## config.mk

```make
export PLATFORM = sky130hd
export DESIGN_NAME = rea_ctrl
export DESIGN_NICKNAME = d
export VERILOG_FILES = /design/src/sv/rea_pkg.sv /design/src/sv/rea_ctrl.sv
export VERILOG_INCLUDE_DIRS = /design/src /design/src/sv
export SDC_FILE = /design/constraint.sdc
export NUM_CORES = 1
export LEC_CHECK = 0
export BUFFER_PORTS_ARGS = -buffer_cell sky130_fd_sc_hd__buf_2
export CAP_MARGIN = 20
export CORE_ASPECT_RATIO = 0.5
export CORE_MARGIN = 5
export CORE_UTILIZATION = 33
export CTS_BUF_LIST = sky130_fd_sc_hd__clkbuf_8
export DETAILED_ROUTE_END_ITERATION = 7
export SETUP_SLACK_MARGIN = 0.4
export SYNTH_ARGS = -nofsm -noshare
export SYNTH_HDL_FRONTEND = slang
export SYNTH_SLANG_ARGS = --single-unit
```

## constraint.sdc

```tcl
create_clock -name clock -period 1.6 [get_ports clock]
set_input_delay 0.08 -clock clock [delete_from_list [all_inputs] [get_ports clock]]
set_output_delay 0.08 -clock clock [all_outputs]
set_load 0.05 [all_outputs]
```

## src/sv/reprojection_error_accumulator_unit_macros.svh

```systemverilog
// Assertion macros used by the reprojection error accumulator sequencer
`ifndef REPROJECTION_ERROR_ACCUMULATOR_UNIT_MACROS_SVH
`define REPROJECTION_ERROR_ACCUMULATOR_UNIT_MACROS_SVH

// implication checked every clock, quiet during reset
`define REA_ASSERT_IMPLY(label, clk, rst, ante, cons) \
   label: assert property (@(posedge clk) disable iff (rst) (ante) |-> (cons)) \
      else $error("assertion failed");

// next-cycle implication, quiet during reset
`define REA_ASSERT_NEXT(label, clk, rst, ante, cons) \
   label: assert property (@(posedge clk) disable iff (rst) (ante) |=> (cons)) \
      else $error("assertion failed");

`endif

```

## src/sv/rea_pkg.sv

```systemverilog
// Types and constants of the reprojection error accumulator
package rea_pkg;
   localparam int COEFFS = 12;
   localparam int CATS = 4;
   localparam logic [47:0] SUM_MAX = 48'hFFFF_FFFF_FFFF;
   localparam logic [23:0] CNT_MAX = 24'hFF_FFFF;
   localparam logic [23:0] Q8_MAX = 24'hFF_FFFF;
   localparam logic KIND_LOAD = 1'b0;
   // ceil(2^28 / 3): exact floor division by three for sums below 2^27
   localparam logic [26:0] GR_RECIP = 27'h555_5556;

   typedef struct packed {
      logic        kind;
      logic [1:0]  view;
      logic [3:0]  coeff_index;
      logic signed [47:0] coeff_value;
      logic signed [31:0] world_x;
      logic signed [31:0] world_y;
      logic signed [31:0] world_z;
      logic [11:0] truth_x;
      logic [11:0] truth_y;
      logic [1:0]  category;
      logic        point_valid;
      logic        truth_valid;
   } req_type;

   typedef struct packed {
      logic [23:0] distance;
      logic [23:0] category_mean;
      logic [23:0] overall_mean;
      logic [23:0] grasper_mean;
      logic [23:0] category_total;
      logic        range_flag;
   } rsp_type;

   // datapath step commands
   localparam logic [3:0] OP_NONE  = 4'd0;
   localparam logic [3:0] OP_LOAD  = 4'd1;  // capture request
   localparam logic [3:0] OP_RD    = 4'd2;  // issue coefficient read
   localparam logic [3:0] OP_MUL   = 4'd3;  // multiply lo part
   localparam logic [3:0] OP_MULH  = 4'd4;  // multiply hi part and accumulate
   localparam logic [3:0] OP_DIVI  = 4'd5;  // start division
   localparam logic [3:0] OP_DIVS  = 4'd6;  // division step
   localparam logic [3:0] OP_DIVE  = 4'd7;  // division end
   localparam logic [3:0] OP_SQI   = 4'd8;
   localparam logic [3:0] OP_SQS   = 4'd9;
   localparam logic [3:0] OP_ACC   = 4'd10;
   localparam logic [3:0] OP_MNI   = 4'd11;
   localparam logic [3:0] OP_MNS   = 4'd12;
   localparam logic [3:0] OP_MNE   = 4'd13;
   localparam logic [3:0] OP_OUT   = 4'd14;

   typedef struct packed {
      logic [3:0] op;
      logic [1:0] row;   // matrix row
      logic [1:0] col;   // matrix column
      logic       sel;   // which division
      logic [2:0] msel;  // mean index 0..4
   } cmd_type;

   typedef struct packed {
      logic step_done;   // current iterative unit finished
   } sts_type;
endpackage

```

## src/sv/rea_ctrl.sv

```systemverilog
// Sequencer: steps the datapath through projection, division, root and means
module rea_ctrl (
   input  logic             clock,
   input  logic             reset,
   input  logic             req_valid,
   output logic             req_ready,
   input  logic             req_kind,
   input  logic             meas_ok,
   input  logic             zero_div,
   input  logic             proj_sat,
   input  rea_pkg::sts_type sts,
   output rea_pkg::cmd_type cmd,
   output logic             rsp_valid,
   input  logic             rsp_ready
);
   import rea_pkg::*;
   `include "reprojection_error_accumulator_unit_macros.svh"

   localparam logic [3:0] S_IDLE = 4'd0;
   localparam logic [3:0] S_RD   = 4'd1;
   localparam logic [3:0] S_LO   = 4'd2;
   localparam logic [3:0] S_HI   = 4'd3;
   localparam logic [3:0] S_DI   = 4'd4;
   localparam logic [3:0] S_DS   = 4'd5;
   localparam logic [3:0] S_DE   = 4'd6;
   localparam logic [3:0] S_SI   = 4'd7;
   localparam logic [3:0] S_SS   = 4'd8;
   localparam logic [3:0] S_ACC  = 4'd9;
   localparam logic [3:0] S_MI   = 4'd10;
   localparam logic [3:0] S_MS   = 4'd11;
   localparam logic [3:0] S_ME   = 4'd12;
   localparam logic [3:0] S_OUT  = 4'd13;

   logic [3:0] state_ff, state_in;
   logic [1:0] row_ff, row_in, col_ff, col_in;
   logic       sel_ff, sel_in;
   logic [2:0] msel_ff, msel_in;
   logic       accept;

   assign req_ready = (state_ff == S_IDLE);
   assign accept = req_valid && req_ready;
   assign rsp_valid = (state_ff == S_OUT);

   always_comb begin
      state_in = state_ff;
      row_in = row_ff;
      col_in = col_ff;
      sel_in = sel_ff;
      msel_in = msel_ff;
      cmd = '{op: OP_NONE, row: row_ff, col: col_ff, sel: sel_ff, msel: msel_ff};
      case (state_ff)
         S_IDLE: begin
            if (accept) begin
               cmd.op = OP_LOAD;
               if (req_kind != KIND_LOAD && meas_ok) begin
                  state_in = S_RD;
                  row_in = 2'd0;
                  col_in = 2'd0;
               end
            end
         end
         S_RD: begin
            cmd.op = OP_RD;
            state_in = S_LO;
         end
         S_LO: begin
            cmd.op = OP_MUL;
            state_in = S_HI;
         end
         S_HI: begin
            cmd.op = OP_MULH;
            state_in = S_RD;
            col_in = col_ff + 2'd1;
            if (col_ff == 2'd3) begin
               row_in = row_ff + 2'd1;
               if (row_ff == 2'd2) begin
                  state_in = S_DI;
                  sel_in = 1'b0;
               end
            end
         end
         S_DI: begin
            cmd.op = OP_DIVI;
            state_in = zero_div ? S_ACC : S_DS;
         end
         S_DS: begin
            cmd.op = OP_DIVS;
            if (sts.step_done) state_in = S_DE;
         end
         S_DE: begin
            cmd.op = OP_DIVE;
            if (sel_ff) begin
               state_in = S_SI;
            end else begin
               sel_in = 1'b1;
               state_in = S_DI;
            end
         end
         S_SI: begin
            cmd.op = OP_SQI;
            state_in = proj_sat ? S_ACC : S_SS;
         end
         S_SS: begin
            cmd.op = OP_SQS;
            if (sts.step_done) state_in = S_ACC;
         end
         S_ACC: begin
            cmd.op = OP_ACC;
            msel_in = 3'd0;
            state_in = S_MI;
         end
         S_MI: begin
            cmd.op = OP_MNI;
            state_in = S_MS;
         end
         S_MS: begin
            cmd.op = OP_MNS;
            if (sts.step_done) state_in = S_ME;
         end
         S_ME: begin
            cmd.op = OP_MNE;
            // four category means, then the overall mean
            if (msel_ff == 3'd4) begin
               state_in = S_OUT;
            end else begin
               msel_in = msel_ff + 3'd1;
               state_in = S_MI;
            end
         end
         S_OUT: begin
            cmd.op = OP_OUT;
            if (rsp_ready) state_in = S_IDLE;
         end
         default: state_in = S_IDLE;
      endcase
   end

   always_ff @(posedge clock) begin
      if (reset) begin
         state_ff <= S_IDLE;
         row_ff <= '0;
         col_ff <= '0;
         sel_ff <= 1'b0;
         msel_ff <= '0;
      end else begin
         state_ff <= state_in;
         row_ff <= row_in;
         col_ff <= col_in;
         sel_ff <= sel_in;
         msel_ff <= msel_in;
      end
   end

   `REA_ASSERT_IMPLY(a_ready_idle, clock, reset, rsp_valid, !req_ready)
   `REA_ASSERT_NEXT(a_acc_to_mean, clock, reset, state_ff == S_ACC, state_ff == S_MI)
   `REA_ASSERT_NEXT(a_out_hold, clock, reset, rsp_valid && !rsp_ready, rsp_valid)
endmodule

```

==> results of run 1 <==
sequential cells by signal, summed over array words and instances (netlist names):
signal and cells:
state_ff 4, msel_ff 3, row_ff 2, sel_ff 1
col_ff 2
worst max-delay path, stage by stage (launching register included):
cell and delay [ps]:
dfxtp_4 380, buf_6 130, buf_4 150, a221oi_4 290
buf_6 210
placed cells by master (no fill, tap or decap), types with 2 or more instances in the layout:
cell / synthesis / routed
buf_4: 2 / 28
buf_6: 0 / 5
mux2i_1: 4 / 4
o21ai_1: 2 / 4
clkbuf_8: 0 / 3
a21oi_1: 9 / 7
nand2_2: 0 / 4
buf_2: 4 / 16
a211oi_2: 1 / 2
dfxtp_4: 0 / 9
a21oi_2: 1 / 3
inv_1: 5 / 4
a21o_1: 2 / 2
nand3_2: 1 / 2
nand2_1: 15 / 10
o21ai_0: 6 / 3
nor2_1: 7 / 6
nor3_1: 2 / 2
nand3_1: 8 / 7
buf_8: 0 / 4
ha_1: 4 / 2
nand4_1: 2 / 2
or3_1: 2 / 2
inv_4: 0 / 2
dfxtp_1: 12 / 2
kinds of logic (layout without fill, tap and decap cells):
group           Yosys count  after routing  synth area share
simple gates             49             49             0.286
fa+ha+maj                 4              4            0.0549
flops                    12             12             0.264
mux                       5              5            0.0563
compound gates           34             34             0.264
buf+inv                  15             64            0.0755
metal layers:
metal  up-vias  wire, microns  global-route usage
li1        529              -                   -
met1       514           1530               0.230
met2        64           1480               0.277
met3        23            265              0.0490
met4         0            155              0.0994
met5         -              0                   0
power breakdown:
| group | internal [W] | leakage, nW | switching [W] |
|---|---|---|---|
| logic | 0.0000706 | 0.514 | 0.0000929 |
| registers | 0.000287 | 0.104 | 0.00000565 |
| clock network | 0.000171 | 0.0231 | 0.000146 |
| total | 0.000529 | 0.642 | 0.000245 |
area by class of cell:
class	instances	share of cell area
multi-input combinational	92	0.476
timing repair buffer	54	0.273
sequential	12	0.176
tap	37	0.0296
clock buffer	3	0.0264
inverter	6	0.0176
clock inverter	1	0.00240
timing repair:
item / CTS / global route
resized for setup: 41 / 11
endpoints found under the hold margin: 0 / 0
endpoints found under the setup margin: 18 / 18
buffers inserted: 17 / 3
pin swaps: 13 / 5
per-stage QoR:
stage               cells  TNS, ps  total power [W]
detailed placement    181        0         0.000428
global placement      181        0         0.000428
global route          205        0         0.000794
finish                205        0         0.000773
floorplan             119     -278         0.000387
CTS                   202        0         0.000750
path summary, 6_finish.rpt:
kind                                  start    endpoint  slack, ps  cells past startpoint
worst max-delay path            state_ff[1]      cmd[8]        100                      4
worst min-delay path                  reset   row_ff[1]        160                      2
worst max register to register  state_ff[2]  msel_ff[0]        150                      7
worst min register to register    row_ff[1]   row_ff[1]        480                      2
==> results.md, run 1 <==
* Fill count at 211
* Util after Layout at 0.598
* Drc violations at 0
* Routed WL per cell at 16.8 microns
* Synth Instances at 119
* CTS Buffer Depth at 2
* Area of the multi-input gates at 744 sq um
* Area after DPL at 1200 sq um
* CP Data Required Time at 1520 ps
* P_leak at 0.642 nW
* Grt total ovfl at 0
* Detail Placement HPWL at 2030 microns
* FP Rows at 13
* Core Area at 2620 sq um
* Global-route wire length before repair at 5460 microns
* Layout cell share with drive strength beyond 1 at 0.583
* Initial antenna violation count at 0
* Total GRT Usage at 0.178
* Fin. max-slew vios at 0
* Drt total wl at 3440 microns
* Post-detailed-route via-to-cell ratio at 5.51
* Worst VDD drop at 0.272 mV
* Crit path kind: flop to primary output
* Final Hold Violating Endpoints at 0
* Yosys cell types at 43
* Synth top area share at 0.264
* Largest net degree at the start of global routing at 18
* PnR worst setup slack at 101 ps
* Worst Hold Class: input pin to flop
* RSZ-0062 raised after global routing: yes
* Die Y at 47.2 microns
* Vias at 1130
* Area of the die at 3970 sq um
* H-tree depth at 1
* Commonest cells post-synth: nand2_1, dfxtp_1, a21oi_1
* Setup crit start kind: flop
* Starting Density at 0.348
* Post-synthesis sequential area ratio at 0.264
* RD Place Congestion at 0.989
* Slew HR at 0.785
* Leading post-synthesis cells by cell area: dfxtp_1, nand2_1, ha_1, a21oi_1, mux2i_1
* Clock sinks at 12
* DP Worst Slack at 16.6 ps
* Reg area at 275 sq um
* Synth Area per Inst at 7.65 sq um
* Die W at 84.3 microns
* IO Pins at 23
* Clock Skew at 10.7 ps
* Post-Synthesis Cell Area at 911 sq um
* Number of global-route vias before repair at 1098
* Pre-antenna DRT Iters at 4
* Cell area after layout at 1570 sq um
* Fmax at 0.667 GHz
* Worst-path clk slew at 70 ps
* Buffers on Ports at 22
* Ys Warns at 0
* Final setup fails at 0
* Post-synth ARST share at 0
* Cts hold-fix bufs at 0
* Status: finished, final reports clean
* Cell taking the most area after synthesis: dfxtp_1
* Power density over cell area at 494 nW/um^2
* Worst-margin pin slew at 320 ps
* CTS tree: built
* Top FF cell, synth: dfxtp_1
* Max_cap viols at 0
* Top-count cell post-synth: nand2_1
* Layout area overhead at 71.8%
* Final period utilization at 0.937
* Post-synth EDFFs at 0
* TritonCTS buffer count at 3
* Root Buffer: clkbuf_8
* Final Critical Period at 1500 ps
* Syn_nets at 132
* Antenna viol nets, final at 0
* 1st-iter DRT viols at 139
* Nets at 182
* WHS at 162 ps
* Worst skew pair latency at 260 ps
* Crit path capture type: primary output
* WP data arrival at 1420 ps
* Diode count at 0
* Crit-path max FO at 8
* FF+latch count, synth at 12
(Power assumes the default switching activity.)
==> run 2: changes to the inputs <==
--- a/config.mk
+++ b/config.mk
@@ -7,12 +7,14 @@
 export NUM_CORES = 1
 export LEC_CHECK = 0
 export BUFFER_PORTS_ARGS = -buffer_cell sky130_fd_sc_hd__buf_2
-export CAP_MARGIN = 20
+export CELL_PAD_IN_SITES_DETAIL_PLACEMENT = 1
+export CELL_PAD_IN_SITES_GLOBAL_PLACEMENT = 2
 export CORE_ASPECT_RATIO = 0.5
 export CORE_MARGIN = 5
-export CORE_UTILIZATION = 33
+export CORE_UTILIZATION = 30
 export CTS_BUF_LIST = sky130_fd_sc_hd__clkbuf_8
 export DETAILED_ROUTE_END_ITERATION = 7
+export PLACE_DENSITY_LB_ADDON = 0.1
 export SETUP_SLACK_MARGIN = 0.4
 export SYNTH_ARGS = -nofsm -noshare
 export SYNTH_HDL_FRONTEND = slang
==> run 2 against run 1 <==
Count of clock-buffer cells in the layout unchanged. Cell count rose by 3.9%. Global-route usage is 2.5 points higher. Via count rose by 2.7%. Flip-flop and latch count unchanged. Power rose by 3.9%. Critical path type unchanged. Combinational power up 21%. First-iteration DRC count fell by 50%. Utilization fell by 2.0 points. Critical path depth rose by 1. Sequential power about the same. Final area up 9.2%. Highest routed layer unchanged.
==> results.md, run 2 (synthesis results as in run 1) <==
* Routed WL per cell at 19.9 microns
* DP Worst Slack at -6.59 ps
* Starting Density at 0.308
* Die W at 87.9 microns
* Status: finished, final reports clean
* Clock Skew at 3.51 ps
* Number of global-route vias before repair at 1228
* Diode count at 0
* Worst-path clk slew at 60 ps
* Fmax at 0.660 GHz
* PnR worst setup slack at 84.0 ps
* Worst Hold Class: input pin to flop
* Final Critical Period at 1520 ps
* Crit path capture type: primary output
* Die Y at 49.0 microns
* Worst-margin pin slew at 361 ps
* Post-detailed-route via-to-cell ratio at 5.45
* Cts hold-fix bufs at 0
* Fin. max-slew vios at 0
* TritonCTS buffer count at 3
* Crit-path max FO at 8
* CTS Buffer Depth at 2
* Most flops, register: state_ff
* Layout area overhead at 87.6%
* Clock sinks at 12
* CP Data Required Time at 1520 ps
* RD Place Congestion at 0.889
* Worst skew pair latency at 250 ps
* GR Layer Usage met3 at 0.0590
* Nets at 187
* Vias at 1160
* Commonest non-fill, non-tap cell in the layout: buf_4
* Layout cell share with drive strength beyond 1 at 0.682
* Final setup fails at 0
* Crit-path slowest cell: dfxtp_4
* GR peak layer: met2
* P_leak at 0.666 nW
* M1 GR Usage at 0.254
* Global-route wire length before repair at 6510 microns
* Area of the multi-input gates at 822 sq um
* Drt total wl at 4240 microns
* Power density over cell area at 470 nW/um^2
* Max_cap viols at 0
* Largest net degree at the start of global routing at 14
* Root Buffer: clkbuf_8
* H-tree depth at 1
* Crit path kind: flop to primary output
* Cell chain of the critical path: buf_6 -> buf_6 -> o21ai_0 -> a22o_4 -> buf_8
* RSZ-0062 raised after global routing: yes
* Cell area after layout at 1710 sq um
* Drc violations at 0
* CTS tree: built
* Met2 Use GR at 0.320
* 1st-iter DRT viols at 70
* Final Hold Violating Endpoints at 0
* Critical path buffers and inverters at 3
* Reg area at 275 sq um
* Slew HR at 0.759
* WHS at 204 ps
* Pre-antenna DRT Iters at 5
* Buffers on Ports at 22
* Max reg flops at 4
* Antenna viol nets, final at 0
* Initial antenna violation count at 0
* Total GRT Usage at 0.203
* Most frequent cells in the layout: buf_4, buf_2, buf_6, dfxtp_4
* Worst VDD drop at 0.282 mV
* WP data arrival at 1440 ps
* Slowest cell delay on critical path at 430 ps
* CP top delay family: flip-flops
* IO Pins at 23
* Core Area at 2960 sq um
* Grt total ovfl at 0
* Detail Placement HPWL at 2460 microns
* Regs by FF count: state_ff x4, msel_ff x3
* Setup crit start kind: flop
* Area of the die at 4310 sq um
* CP most frequent cell: buf_6
* Fill count at 333
* Final period utilization at 0.948
* Area after DPL at 1230 sq um
* FP Rows at 14
[run 2: layout make-up]
class | instances | share of cell area
clock inverter | 1 | 0.00220
clock buffer | 3 | 0.0242
tap | 40 | 0.0293
multi-input combinational | 92 | 0.481
sequential | 12 | 0.161
inverter | 6 | 0.0176
timing repair buffer | 59 | 0.285
[run 2: timing repair]
action | 4_1_cts | 5_1_grt
pin swaps | 21 | 7
setup buffers | 19 | 1
gates resized for setup | 61 | 20
setup endpoints to repair | 18 | 18
[run 2: stage by stage]
step | total power, W | std cells | utilization | setup TNS [ps]
floorplan | 0.000387 | 119 | - | -278
global placement | 0.000431 | 189 | 0.415 | 0
detailed placement | 0.000431 | 189 | 0.415 | -6.59
CTS | 0.000777 | 212 | 0.549 | 0
global route | 0.000842 | 213 | 0.577 | 0
finish | 0.000803 | 213 | 0.577 | 0
[run 2: path summary, 6_finish.rpt]
kind | startpoint | end | slack (ps) | depth (start not counted)
max | state_ff[1] | cmd[10] | 80 | 5
min | reset | msel_ff[1] | 200 | 2
max reg2reg | state_ff[0] | row_ff[1] | 120 | 5
min reg2reg | row_ff[1] | row_ff[1] | 490 | 2
[run 2: routing by layer]
layer / part of all wire / wire length [microns] / up-vias
met5: 0 / 0 / -
met4: 0.025 / 105 / 0
met3: 0.036 / 153 / 10
met2: 0.46 / 1930 / 27
met1: 0.48 / 2050 / 587
li1: - / - / 536
[run 2: worst register-to-register path: cells and delay by family, from the launching register on]
kind            cells  cell delay (ps)
flops               1              380
simple gates        3              790
compound gates      2              240
[run 2: power breakdown]
group	internal (W)	total, W	switching, W
Clock	0.000171	0.000312	0.000142
Combinational	0.0000901	0.000197	0.000107
Sequential	0.000287	0.000294	0.00000673
Total	0.000548	0.000803	0.000255
